--- src/design/dtfp_pkg.sv ---
// Package for the date text field parser: payload structs, config codes,
// constants and the small arithmetic helpers. No dependencies.
package dtfp_pkg;

  localparam int unsigned MAX_CHARS = 255;

  localparam int unsigned CharW   = 8;
  localparam int unsigned IdxW    = 8;
  localparam int unsigned AccW    = 16;
  localparam int unsigned OrdW    = 2;
  localparam int unsigned EpochW  = 14;
  localparam int unsigned CfgIdxW = 2;
  localparam int unsigned QuoW    = 8;   // epoch_year / 100 fits 8 bits
  localparam int unsigned LoW     = 7;   // epoch_year % 100

  localparam logic [CharW-1:0] CHAR_ZERO  = 8'h30;
  localparam logic [CharW-1:0] CHAR_NINE  = 8'h39;
  localparam logic [CharW-1:0] CHAR_SPACE = 8'h20;

  localparam logic [AccW-1:0] ACC_MAX  = '1;
  localparam logic [AccW-1:0] CENTURY  = 16'd100;

  // floor(v / 100) == (v * 5243) >> 19 for every 14-bit v
  localparam int unsigned RecipMul   = 5243;
  localparam int unsigned RecipShift = 19;
  localparam int unsigned RecipW     = 13;
  localparam int unsigned ProdW      = EpochW + RecipW;

  localparam logic [OrdW-1:0]   DAY_ORDER_RST   = 2'd2;
  localparam logic [OrdW-1:0]   MONTH_ORDER_RST = 2'd1;
  localparam logic [OrdW-1:0]   YEAR_ORDER_RST  = 2'd3;
  localparam logic [EpochW-1:0] EPOCH_RST       = 14'd1900;
  localparam logic [QuoW-1:0]   EPOCH_QUO_RST   = 8'd19;

  typedef enum logic [CfgIdxW-1:0] {
    CFG_DAY_ORDER   = 2'd0,
    CFG_MONTH_ORDER = 2'd1,
    CFG_YEAR_ORDER  = 2'd2,
    CFG_EPOCH_YEAR  = 2'd3
  } cfg_reg_e;

  typedef struct packed {
    logic [CharW-1:0] char_code;
    logic             last_char;
  } in_item_t;

  typedef struct packed {
    logic [AccW-1:0] day;
    logic [AccW-1:0] month;
    logic [AccW-1:0] year;
    logic [IdxW-1:0] stop_index;
  } out_item_t;

  // Settings seen by the character step
  typedef struct packed {
    logic [OrdW-1:0]   day_order;
    logic [OrdW-1:0]   month_order;
    logic [OrdW-1:0]   year_order;
    logic [EpochW-1:0] epoch_base;   // (epoch_year / 100) * 100
    logic [LoW-1:0]    epoch_lo;     // epoch_year % 100
  } cfg_t;

  function automatic logic [AccW-1:0] add_digit(input logic [AccW-1:0] acc,
                                                input logic [3:0] dig);
    logic [AccW+3:0] v;
    v = ((AccW+4)'(acc) << 3) + ((AccW+4)'(acc) << 1) + (AccW+4)'(dig);
    return (v > (AccW+4)'(ACC_MAX)) ? ACC_MAX : v[AccW-1:0];
  endfunction

  function automatic logic [OrdW-1:0] slot_down(input logic [OrdW-1:0] s);
    return (s != '0) ? s - OrdW'(1) : '0;
  endfunction

  function automatic logic [AccW-1:0] widen_year(input logic [AccW-1:0]   y,
                                                 input logic [EpochW-1:0] base,
                                                 input logic [LoW-1:0]    lo);
    logic [AccW-1:0] w;
    w = y + AccW'(base);
    if (y >= CENTURY) begin
      return y;
    end else if (y >= AccW'(lo)) begin
      return w;
    end
    return w + CENTURY;
  endfunction

endpackage

--- src/design/date_text_field_parser.sv ---
// Top level of the date text field parser: input register, character step,
// result register and config port. Depends on dtfp_pkg, dtfp_cfg, dtfp_step.
//
//  channel | direction | handshake                 | payload
//  --------+-----------+---------------------------+------------------------------
//  in      | sink      | in_valid_i / in_ready_o   | in_data_i  (char_code, last_char)
//  out     | source    | out_valid_o / out_ready_i | out_data_o (day, month, year,
//          |           |                           |             stop_index)
//  cfg     | sink      | cfg_valid_i / cfg_ready_o | cfg_index_i, cfg_data_i
//
// One character per cycle. A character is held in the input register, is
// folded into the parse state as it leaves, and on a final character the
// result lands in the output register, which holds it until it is taken.
// Reset empties both registers and marks the next character as a string start.
// A stalled result only blocks a final character; other characters keep going.
// Config writes are always taken; the epoch split is valid from the next edge.
module date_text_field_parser #(
  parameter int unsigned MaxChars = dtfp_pkg::MAX_CHARS
) (
  input  logic                          clk_i,
  input  logic                          rst_ni,
  input  logic                          in_valid_i,
  output logic                          in_ready_o,
  input  dtfp_pkg::in_item_t            in_data_i,
  output logic                          out_valid_o,
  input  logic                          out_ready_i,
  output dtfp_pkg::out_item_t           out_data_o,
  input  logic                          cfg_valid_i,
  output logic                          cfg_ready_o,
  input  logic [dtfp_pkg::CfgIdxW-1:0]  cfg_index_i,
  input  logic [dtfp_pkg::EpochW-1:0]   cfg_data_i
);
  import dtfp_pkg::*;

  in_item_t  in_q;
  logic      in_valid_q;
  out_item_t out_q;
  out_item_t res;
  logic      out_valid_q;
  logic      proc;
  cfg_t      cfg;

  // Process the held character unless it is final and the result slot is full
  assign proc = in_valid_q &&
                (!in_q.last_char || !out_valid_q || out_ready_i);

  assign in_ready_o  = !in_valid_q || proc;
  assign cfg_ready_o = 1'b1;

  always_ff @(posedge clk_i or negedge rst_ni) begin
    if (!rst_ni) begin
      in_valid_q  <= 1'b0;
      out_valid_q <= 1'b0;
    end else begin
      if (in_valid_i && in_ready_o) begin
        in_valid_q <= 1'b1;
      end else if (proc) begin
        in_valid_q <= 1'b0;
      end
      if (proc && in_q.last_char) begin
        out_valid_q <= 1'b1;
      end else if (out_ready_i) begin
        out_valid_q <= 1'b0;
      end
    end
  end

  // Payload registers
  always_ff @(posedge clk_i) begin
    if (in_valid_i && in_ready_o) begin
      in_q <= in_data_i;
    end
    if (proc && in_q.last_char) begin
      out_q <= res;
    end
  end

  dtfp_cfg u_cfg (
    .clk_i       (clk_i),
    .rst_ni      (rst_ni),
    .cfg_valid_i (cfg_valid_i),
    .cfg_index_i (cfg_index_i),
    .cfg_data_i  (cfg_data_i),
    .cfg_o       (cfg)
  );

  dtfp_step #(
    .MaxChars (MaxChars)
  ) u_step (
    .clk_i  (clk_i),
    .rst_ni (rst_ni),
    .step_i (proc),
    .item_i (in_q),
    .cfg_i  (cfg),
    .res_o  (res)
  );

  assign out_valid_o = out_valid_q;
  assign out_data_o  = out_q;

endmodule

--- src/design/dtfp_cfg.sv ---
// Configuration registers of the date text field parser, with the split of
// the epoch year into century base and remainder. Depends on dtfp_pkg.
module dtfp_cfg (
  input  logic                            clk_i,
  input  logic                            rst_ni,
  input  logic                            cfg_valid_i,
  input  logic [dtfp_pkg::CfgIdxW-1:0]    cfg_index_i,
  input  logic [dtfp_pkg::EpochW-1:0]     cfg_data_i,
  output dtfp_pkg::cfg_t                  cfg_o
);
  import dtfp_pkg::*;

  logic [OrdW-1:0]   day_ord_q, month_ord_q, year_ord_q;
  logic [EpochW-1:0] epoch_q;
  logic [QuoW-1:0]   quo_q, quo_d;
  logic [ProdW-1:0]  prod;
  logic [EpochW-1:0] base;

  always_ff @(posedge clk_i or negedge rst_ni) begin
    if (!rst_ni) begin
      day_ord_q   <= DAY_ORDER_RST;
      month_ord_q <= MONTH_ORDER_RST;
      year_ord_q  <= YEAR_ORDER_RST;
      epoch_q     <= EPOCH_RST;
    end else if (cfg_valid_i) begin
      case (cfg_reg_e'(cfg_index_i))
        CFG_DAY_ORDER:   day_ord_q   <= cfg_data_i[OrdW-1:0];
        CFG_MONTH_ORDER: month_ord_q <= cfg_data_i[OrdW-1:0];
        CFG_YEAR_ORDER:  year_ord_q  <= cfg_data_i[OrdW-1:0];
        CFG_EPOCH_YEAR:  epoch_q     <= cfg_data_i;
        default: ;
      endcase
    end
  end

  // Divide by 100 via reciprocal, captured together with the epoch register
  assign prod  = ProdW'(cfg_data_i) * ProdW'(RecipMul);
  assign quo_d = prod[RecipShift +: QuoW];

  always_ff @(posedge clk_i or negedge rst_ni) begin
    if (!rst_ni) begin
      quo_q <= EPOCH_QUO_RST;
    end else if (cfg_valid_i && (cfg_reg_e'(cfg_index_i) == CFG_EPOCH_YEAR)) begin
      quo_q <= quo_d;
    end
  end

  assign base = EpochW'(quo_q) * EpochW'(100);

  assign cfg_o.day_order   = day_ord_q;
  assign cfg_o.month_order = month_ord_q;
  assign cfg_o.year_order  = year_ord_q;
  assign cfg_o.epoch_base  = base;
  assign cfg_o.epoch_lo    = LoW'(epoch_q - base);

endmodule

--- src/design/dtfp_step.sv ---
// Parse state and per-character update of the date text field parser.
// Produces the result of a final character combinationally. Depends on dtfp_pkg.
module dtfp_step #(
  parameter int unsigned MaxChars = dtfp_pkg::MAX_CHARS
) (
  input  logic                 clk_i,
  input  logic                 rst_ni,
  input  logic                 step_i,
  input  dtfp_pkg::in_item_t   item_i,
  input  dtfp_pkg::cfg_t       cfg_i,
  output dtfp_pkg::out_item_t  res_o
);
  import dtfp_pkg::*;

  logic [AccW-1:0] day_q, month_q, year_q;
  logic [AccW-1:0] day_c, month_c, year_c, day_d, month_d, year_d;
  logic [OrdW-1:0] dslot_q, mslot_q, yslot_q;
  logic [OrdW-1:0] dslot_c, mslot_c, yslot_c, dslot_d, mslot_d, yslot_d;
  logic            sep_q, sep_c, sep_d;
  logic            fin_q, fin_c, fin_d;
  logic [IdxW-1:0] idx_q, idx_d;
  logic [IdxW-1:0] stop_q, stop_c, stop_d;
  logic            first;
  logic            is_digit;
  logic            all_set;
  logic [3:0]      dig;
  logic [CharW-1:0] c;

  assign c        = item_i.char_code;
  assign first    = (idx_q == '0);
  assign is_digit = (c >= CHAR_ZERO) && (c <= CHAR_NINE);
  assign dig      = 4'(c - CHAR_ZERO);

  // Start-of-string view of the state
  always_comb begin
    day_c   = first ? '0 : day_q;
    month_c = first ? '0 : month_q;
    year_c  = first ? '0 : year_q;
    dslot_c = first ? cfg_i.day_order   : dslot_q;
    mslot_c = first ? cfg_i.month_order : mslot_q;
    yslot_c = first ? cfg_i.year_order  : yslot_q;
    sep_c   = first ? 1'b1 : sep_q;
    fin_c   = first ? 1'b0 : fin_q;
    stop_c  = first ? '0 : stop_q;
  end

  assign all_set = (day_c != '0) && (month_c != '0) && (year_c != '0);

  always_comb begin
    day_d   = day_c;
    month_d = month_c;
    year_d  = year_c;
    dslot_d = dslot_c;
    mslot_d = mslot_c;
    yslot_d = yslot_c;
    sep_d   = sep_c;
    fin_d   = fin_c;
    stop_d  = stop_c;
    idx_d   = idx_q;
    if (idx_q < IdxW'(MaxChars)) begin
      if (!fin_c) begin
        if (is_digit) begin
          if (dslot_c == OrdW'(1)) begin
            day_d = add_digit(day_c, dig);
          end else if (mslot_c == OrdW'(1)) begin
            month_d = add_digit(month_c, dig);
          end else if (yslot_c == OrdW'(1)) begin
            year_d = add_digit(year_c, dig);
          end
          sep_d = 1'b0;
        end else if (all_set) begin
          fin_d  = 1'b1;
          stop_d = idx_q;
        end else if (c != CHAR_SPACE) begin
          if (!sep_c) begin
            dslot_d = slot_down(dslot_c);
            mslot_d = slot_down(mslot_c);
            yslot_d = slot_down(yslot_c);
          end
          sep_d = 1'b1;
        end
      end
      idx_d = idx_q + IdxW'(1);
    end
  end

  always_comb begin
    res_o.day        = day_d;
    res_o.month      = month_d;
    res_o.year       = widen_year(year_d, cfg_i.epoch_base, cfg_i.epoch_lo);
    res_o.stop_index = fin_d ? stop_d : idx_d;
  end

  // Index zero marks a fresh string; everything else is reloaded from it
  always_ff @(posedge clk_i or negedge rst_ni) begin
    if (!rst_ni) begin
      idx_q <= '0;
    end else if (step_i) begin
      idx_q <= item_i.last_char ? '0 : idx_d;
    end
  end

  always_ff @(posedge clk_i) begin
    if (step_i) begin
      day_q   <= day_d;
      month_q <= month_d;
      year_q  <= year_d;
      dslot_q <= dslot_d;
      mslot_q <= mslot_d;
      yslot_q <= yslot_d;
      sep_q   <= sep_d;
      fin_q   <= fin_d;
      stop_q  <= stop_d;
    end
  end

endmodule

--- config.mk ---
export PLATFORM = sky130hd
export DESIGN_NAME = date_text_field_parser
export DESIGN_NICKNAME = d
export VERILOG_FILES = /design/src/design/dtfp_pkg.sv /design/src/design/date_text_field_parser.sv /design/src/design/dtfp_cfg.sv /design/src/design/dtfp_step.sv
export SDC_FILE = /design/constraint.sdc
export NUM_CORES = 1
export LEC_CHECK = 0
export ABC_AREA = 1
export BUFFER_PORTS_ARGS = -buffer_cell sky130_fd_sc_hd__buf_4
export CELL_PAD_IN_SITES_DETAIL_PLACEMENT = 1
export CELL_PAD_IN_SITES_GLOBAL_PLACEMENT = 1
export CORE_ASPECT_RATIO = 1.4
export CORE_MARGIN = 2
export CORE_UTILIZATION = 48
export DETAILED_ROUTE_END_ITERATION = 7
export GPL_ROUTABILITY_DRIVEN = 1
export PLACE_DENSITY = 0.79
export SLEW_MARGIN = 20
export SYNTH_ARGS = -nofsm -noshare
export SYNTH_HDL_FRONTEND = slang
export SYNTH_SLANG_ARGS = --single-unit
--- constraint.sdc ---
create_clock -name clk_i -period 7.2 [get_ports clk_i]
set_input_delay 1.08 -clock clk_i [delete_from_list [all_inputs] [get_ports clk_i]]
set_output_delay 1.08 -clock clk_i [all_outputs]
set_load 0.05 [all_outputs]
# Word-level counts from Yosys, hierarchy flattened
# Cells that the tools add are included.
totals:
  register_bits: 160
  inputBits: 30
  out_inout_bits: 59
  word_cells: 154
classes:
  addsub: 14
  multipliers: 2
  order_cmp: 8
  eq_ne: 7
  mux: 73
  n_reduce_logical: 27
op_table:
  columns: ["op", "count"]
  rows:
  - ["$mux W16", 24]
  - ["$mux W8", 8]
  - ["$add A19 B17 Y20", 3]
  - ["$add A20 B4 Y20", 3]
  - ["$gt A20 B16 Y1 const B", 3]
  - ["$mux W2", 24]
  - ["$reduce_bool A16 Y1", 3]
  - ["$mul A14 B13 Y27 const B", 1]
  - ["$mux W1", 17]
  - ["$add A16 B14 Y16", 1]
  - ["$add A16 B7 Y16 const B", 1]
  - ["$ge A16 B7 Y1", 1]
  - ["$ge A16 B7 Y1 const B", 1]
  - ["$mul A8 B5 Y12 const B", 1]
  - ["$reduce_bool A2 Y1", 5]
  - ["$add A8 B1 Y8 const B", 1]
  - ["$eq A2 B1 Y1 const B", 4]
  - ["$ge A8 B6 Y1 const B", 1]
  - ["$le A8 B6 Y1 const B", 1]
  - ["$logic_not A8 Y1", 1]
  - ["$lt A8 B8 Y1 const B", 1]
  - ["$ne A8 B6 Y1 const B", 1]
  - ["$reduce_and A2 Y1", 4]
  - ["$logic_and A1 B1 Y1", 7]
  - ["7 further kinds", 14]

# Longest topological paths before layout
logic_depth:
  ltp_word: 16
  ltp_mapped: 45
  ltp_nobuf: 43

# Modules after synthesis
# Synthesis repeated with hierarchy kept, for this count alone.
unflattened:
  cells_unflattened: 2042
  area_unflattened_um2: 16504.6
modules_own_cells:
  columns: ["mod", "n_inst", "cells_each", "area_per_inst_um2", "seq_area_each_um2"]
  rows:
  - ["dtfp_step", 1, 1340, 9118.7, 2122.0]
  - ["dtfp_cfg", 1, 621, 5315.1, 539.3]
  - ["date_text_field_parser", 1, 81, 2070.7, 2001.9]

# Worst setup path before layout
# No wires, ideal clock.
synth_path:
  path_type: "reg2reg"
  from: "register u_step.idx_q[0]"
  to: "register out_q (netlist bit out_data_o[23]) (data pin)"
  setup_ns: 0.259
  arrival_ns: 5.630
  required_time_ns: 6.941
  slack_ns: 1.311
  path_stages_with_launch: 45
  n_path_buf: 3
  period_less_slack_ns: 5.889
  cell_sequence: "dfrtp_1 inv_1 ha_1 nand2_1 nor2_2 nand2_2 buf_6 buf_2 buf_4 nand2_1 inv_1 ha_1 ha_1 fa_1 nand2_1 nand2_1 nand3b_1 nand2_1 (+9 left out) inv_1 ha_1 inv_1 nor4_1 nand2_1 nand2_1 nand2_1 nand2_1 a21oi_1 or2_2 a21oi_1 or2_2 xor2_1 nor2_1 nand3_1 nand2_1 nand2_1 nand2_1"
synth_rtl:
  columns: ["item", "line_no", "text"]
  rows:
  - ["start: declaration", "dtfp_step.sv:21", "logic [IdxW-1:0] idx_q, idx_d;"]
  - ["start signal: assignment", "dtfp_step.sv:99", "idx_q <= item_i.last_char ? '0 : idx_d;"]
  - ["end signal: assignment", "date_text_field_parser.sv:74", "out_q <= res;"]
  - ["end: declaration", "date_text_field_parser.sv:37", "out_item_t out_q;"]

==> flow_summary.toml <==
[timing]
worst_pin_slew_ps = 1050
maxSlewViolCount = 0
finalCritPeriodShare_pct = 92.3
fmax_mhz = 150
rsz0062_at_grt = "false"
tns_ps = 0
final_hold_viol_count = 0
maxSlewHeadroom_pct = 30.0
setup_violations = 0
min_period_ps = 6650
final.setup_skew_ps = 13.3

[logic_synthesis]
synth_cells = 1838
yosysWarnings = 0
syn_area_um2 = 15600
avgSynthCellArea_um2 = 8.47
ys_seq_area_share_pct = 30.0
syn-num-nets = 2181
ys_types = 58
async_reset_ff_share_pct = 19.4
synth_edf_count = 129
synth-main-ff-cell = "edfxtp_1"
synth.ff_latch_count = 160

[power]
p_leak_nw = 9.08
p_per_area_nw_per_um2 = 457
ir_drop_v = 0.000281

[cts]
ctsHoldBuffers = 0
insertion_delay_ps = 450
path_clk_slew_ps = 70
cts-htree-levels = 4
cts_resized = 0
postCtsSetupBuffers = 0
clkSinkCount = 160
cts_made_buffers = 17
root_buffer = "clkbuf_16"
cts_tree = "yes"
cts.path.max_buffers = 2

[placed_design]
portBuffers = 87
routabilityCongestion = 0.879
dp_cells = 2311
hpwl_um = 34200

[floorplan]
start_util_pct = 48.3
dieArea_um2 = 33900
row_count = 78
io_pins = 89
coreArea_um2 = 32200
die_height_um = 217
die_w_um = 156

[setup_path]
crit_fanout = 14
critPathKind = "flip-flop to flip-flop"
reg2reg_to = "out_data_o[23]$_DFFE_PP_"
ff2ff_setup_slack_ps = 550
critPathRequiredTime_ps = 7400
endpoint_kind = "flip-flop"
r2r_cells = 43
worstPathArrival_ps = 6840
rr_startpoint = "u_step.idx_q[0]$_DFFE_PN0P_"
max_stage_delay_ps = 470
slowest_stage = "fa_1"
startpoint_type = "flip-flop"
cp_common_cell = "nand2_1"

[layout]
area_growth_pct = 10.8
drive_above_1_share_pct = 10.2
nNetsFinal = 2273
fin_cells = 2343
antenna_cells = 0

[drt]
first_pass_iters = 5
drt-initial-drc-count = 535
wl_met1_um = 15800
vias = 12800
wirelength_um = 41900
drc_errors = 0
routed_via_density = 5.46
antenna_left = 0
top_layer_used = "met4"
routed-wl-met2_um = 23600
wl_per_cell_um = 17.9
met3_length_um = 757

[global_route]
grt_pass1_wl_um = 68300
grt_pass1_vias = 14100
antenna_found_initial = 0
grt_max_degree = 75
grt_overflow_total = 0
groute.usage.overall_pct = 25.5

[status]
status = "finished, final reports clean"

[min_path]
hold_path_end = "u_cfg.epoch_q[5]$_DFFE_PN1P_"
hp-class = "flip-flop to flip-flop"
worstHoldStart = "u_cfg.epoch_q[5]$_DFFE_PN1P_"
min_delay_path_depth = 2

[job]
max-cap-violations = 0
## cell type report
class	instances	area, µm²
Fill cell	3879	15000
Multi-Input combinational cell	1268	9340
Tap cell	400	500
Sequential cell	160	4660
Timing Repair Buffer	93	698
Inverter	390	1460
Clock inverter	14	156
Clock buffer	18	429
## power by group
part           switching [W]  leakage (nW)  internal (W)  total, W
sequential         0.0000941          1.64       0.00130   0.00139
combinational        0.00361          7.16       0.00196   0.00557
clock               0.000405         0.281      0.000516  0.000920
total                0.00411          9.08       0.00377   0.00788
## worst max path at each step
| stage | depth (start not counted) | slack, ps | start | end |
|---|---|---|---|---|
| final | 43 | 550 | u_step.idx_q[0]$_DFFE_PN0P_ | out_data_o[23]$_DFFE_PP_ |
| after global routing | 43 | 0.4 | u_step.idx_q[0]$_DFFE_PN0P_ | out_data_o[23]$_DFFE_PP_ |
| after CTS | 43 | 560 | u_step.idx_q[1]$_DFFE_PN0P_ | out_data_o[23]$_DFFE_PP_ |
| after detailed placement | 43 | 620 | u_step.idx_q[1]$_DFFE_PN0P_ | out_data_o[23]$_DFFE_PP_ |
| after global placement | 42 | 950 | u_step.idx_q[0]$_DFFE_PN0P_ | out_data_o[23]$_DFFE_PP_ |
| after floorplan | 44 | 1310 | u_step.idx_q[0]$_DFFE_PN0P_ | out_data_o[23]$_DFFE_PP_ |
## cells by family (layout without fill, tap and decap cells)
logic type,after synthesis,in the layout,share of synthesized area [%]
AND/OR/NAND/NOR,618,618,17.8
AO/OA/AOI/OAI,270,270,9.76
flip-flops,160,160,30.0
buffers and inverters,410,515,10.1
XOR/XNOR,66,66,3.71
other,1,1,0.0241
adder cells (fa/ha/maj),313,313,28.7
## worst max-delay path: cells and delay by family, from the launching register on
| family | cells | cell delay [ps] |
|---|---|---|
| buffers and inverters | 4 | 490 |
| and+or+nand+nor | 27 | 3090 |
| adders and majority gates | 4 | 1170 |
| AOI/OAI and AO/OA | 6 | 910 |
| DFF | 1 | 380 |
| xor gates and xnor gates | 2 | 330 |
## synth_stat cells, types with 3 or more instances
master    count  area share [%]
o211ai_1      8            0.39
a211oi_1      3            0.14
inv_1       379             9.1
nor3_1       18            0.58
dfrtp_1      20             3.2
nand4_1      20            0.80
a21o_1        4            0.19
nand2_1     364             8.8
nor2_2        7            0.28
buf_2         6            0.19
a21oi_1      90             2.9
nand3_1      77             2.5
xor2_1       36             2.0
fa_1         73             9.4
xnor2_1      30             1.7
ha_1        240              19
o21a_1        6            0.29
nor2_1       76             1.8
nor4_1        3            0.12
o21ai_1      14            0.45
clkbuf_1      8            0.19
o21ai_0      88             2.8
a31oi_1       9            0.36
inv_2        11            0.27
nor2_4        7            0.51
nand3_2       4            0.26
buf_4         4            0.19
or2_2        13            0.52
edfxtp_1    129              25
and2_1        3            0.12
o22ai_1      28             1.1
o21bai_1      4            0.19
nand2_2      13            0.52
nand3b_1      4            0.19
dfstp_2      11             1.9
## registers in the layout, indices dropped and copies added, names as in the netlist, 7 cells and up
name / cells
u_step.year_q: 16
u_cfg.quo_q: 8
u_step.idx_q: 8
u_step.month_q: 16
u_step.day_q: 16
out_data_o: 56
u_step.stop_q: 8
u_cfg.epoch_q: 7
in_q: 9
## routing by layer
layer	global-route usage [%]	vias up
met1	26.6	6299
met3	3.05	95
met5	0	-
met4	11.4	0
li1	-	6207
met2	50.1	190
## cells in the final DEF, fill, tap and decap left out, types with 7 or more instances in the layout
master,n
inv_1,378
o22ai_1,28
nand4_1,20
edfxtp_1,129
dfstp_2,11
a21oi_1,90
ha_1,240
dfrtp_1,20
a31oi_1,9
nand3_1,77
nor2_4,7
o211ai_1,8
clkbuf_16,17
fa_1,73
nor3_1,18
o21ai_1,14
nor2_1,76
xor2_1,36
inv_2,12
nand2_1,364
nor2_2,7
buf_4,93
nand2_2,13
o21ai_0,88
or2_2,13
xnor2_1,30
## stage by stage
stage               hold slack (ps)  utilization (%)  worst slack, ps  cell area, µm²  power, W
global placement                467             51.7              953           16700   0.00671
global route                    524             53.6            0.421           17300   0.00867
finish                          500             53.6              554           17300   0.00788
CTS                             502             53.6              563           17300   0.00795
floorplan                       453                -             1310           15600   0.00559
detailed placement              486             51.7              616           16700   0.00696
Power figures use the tool's default switching activity.
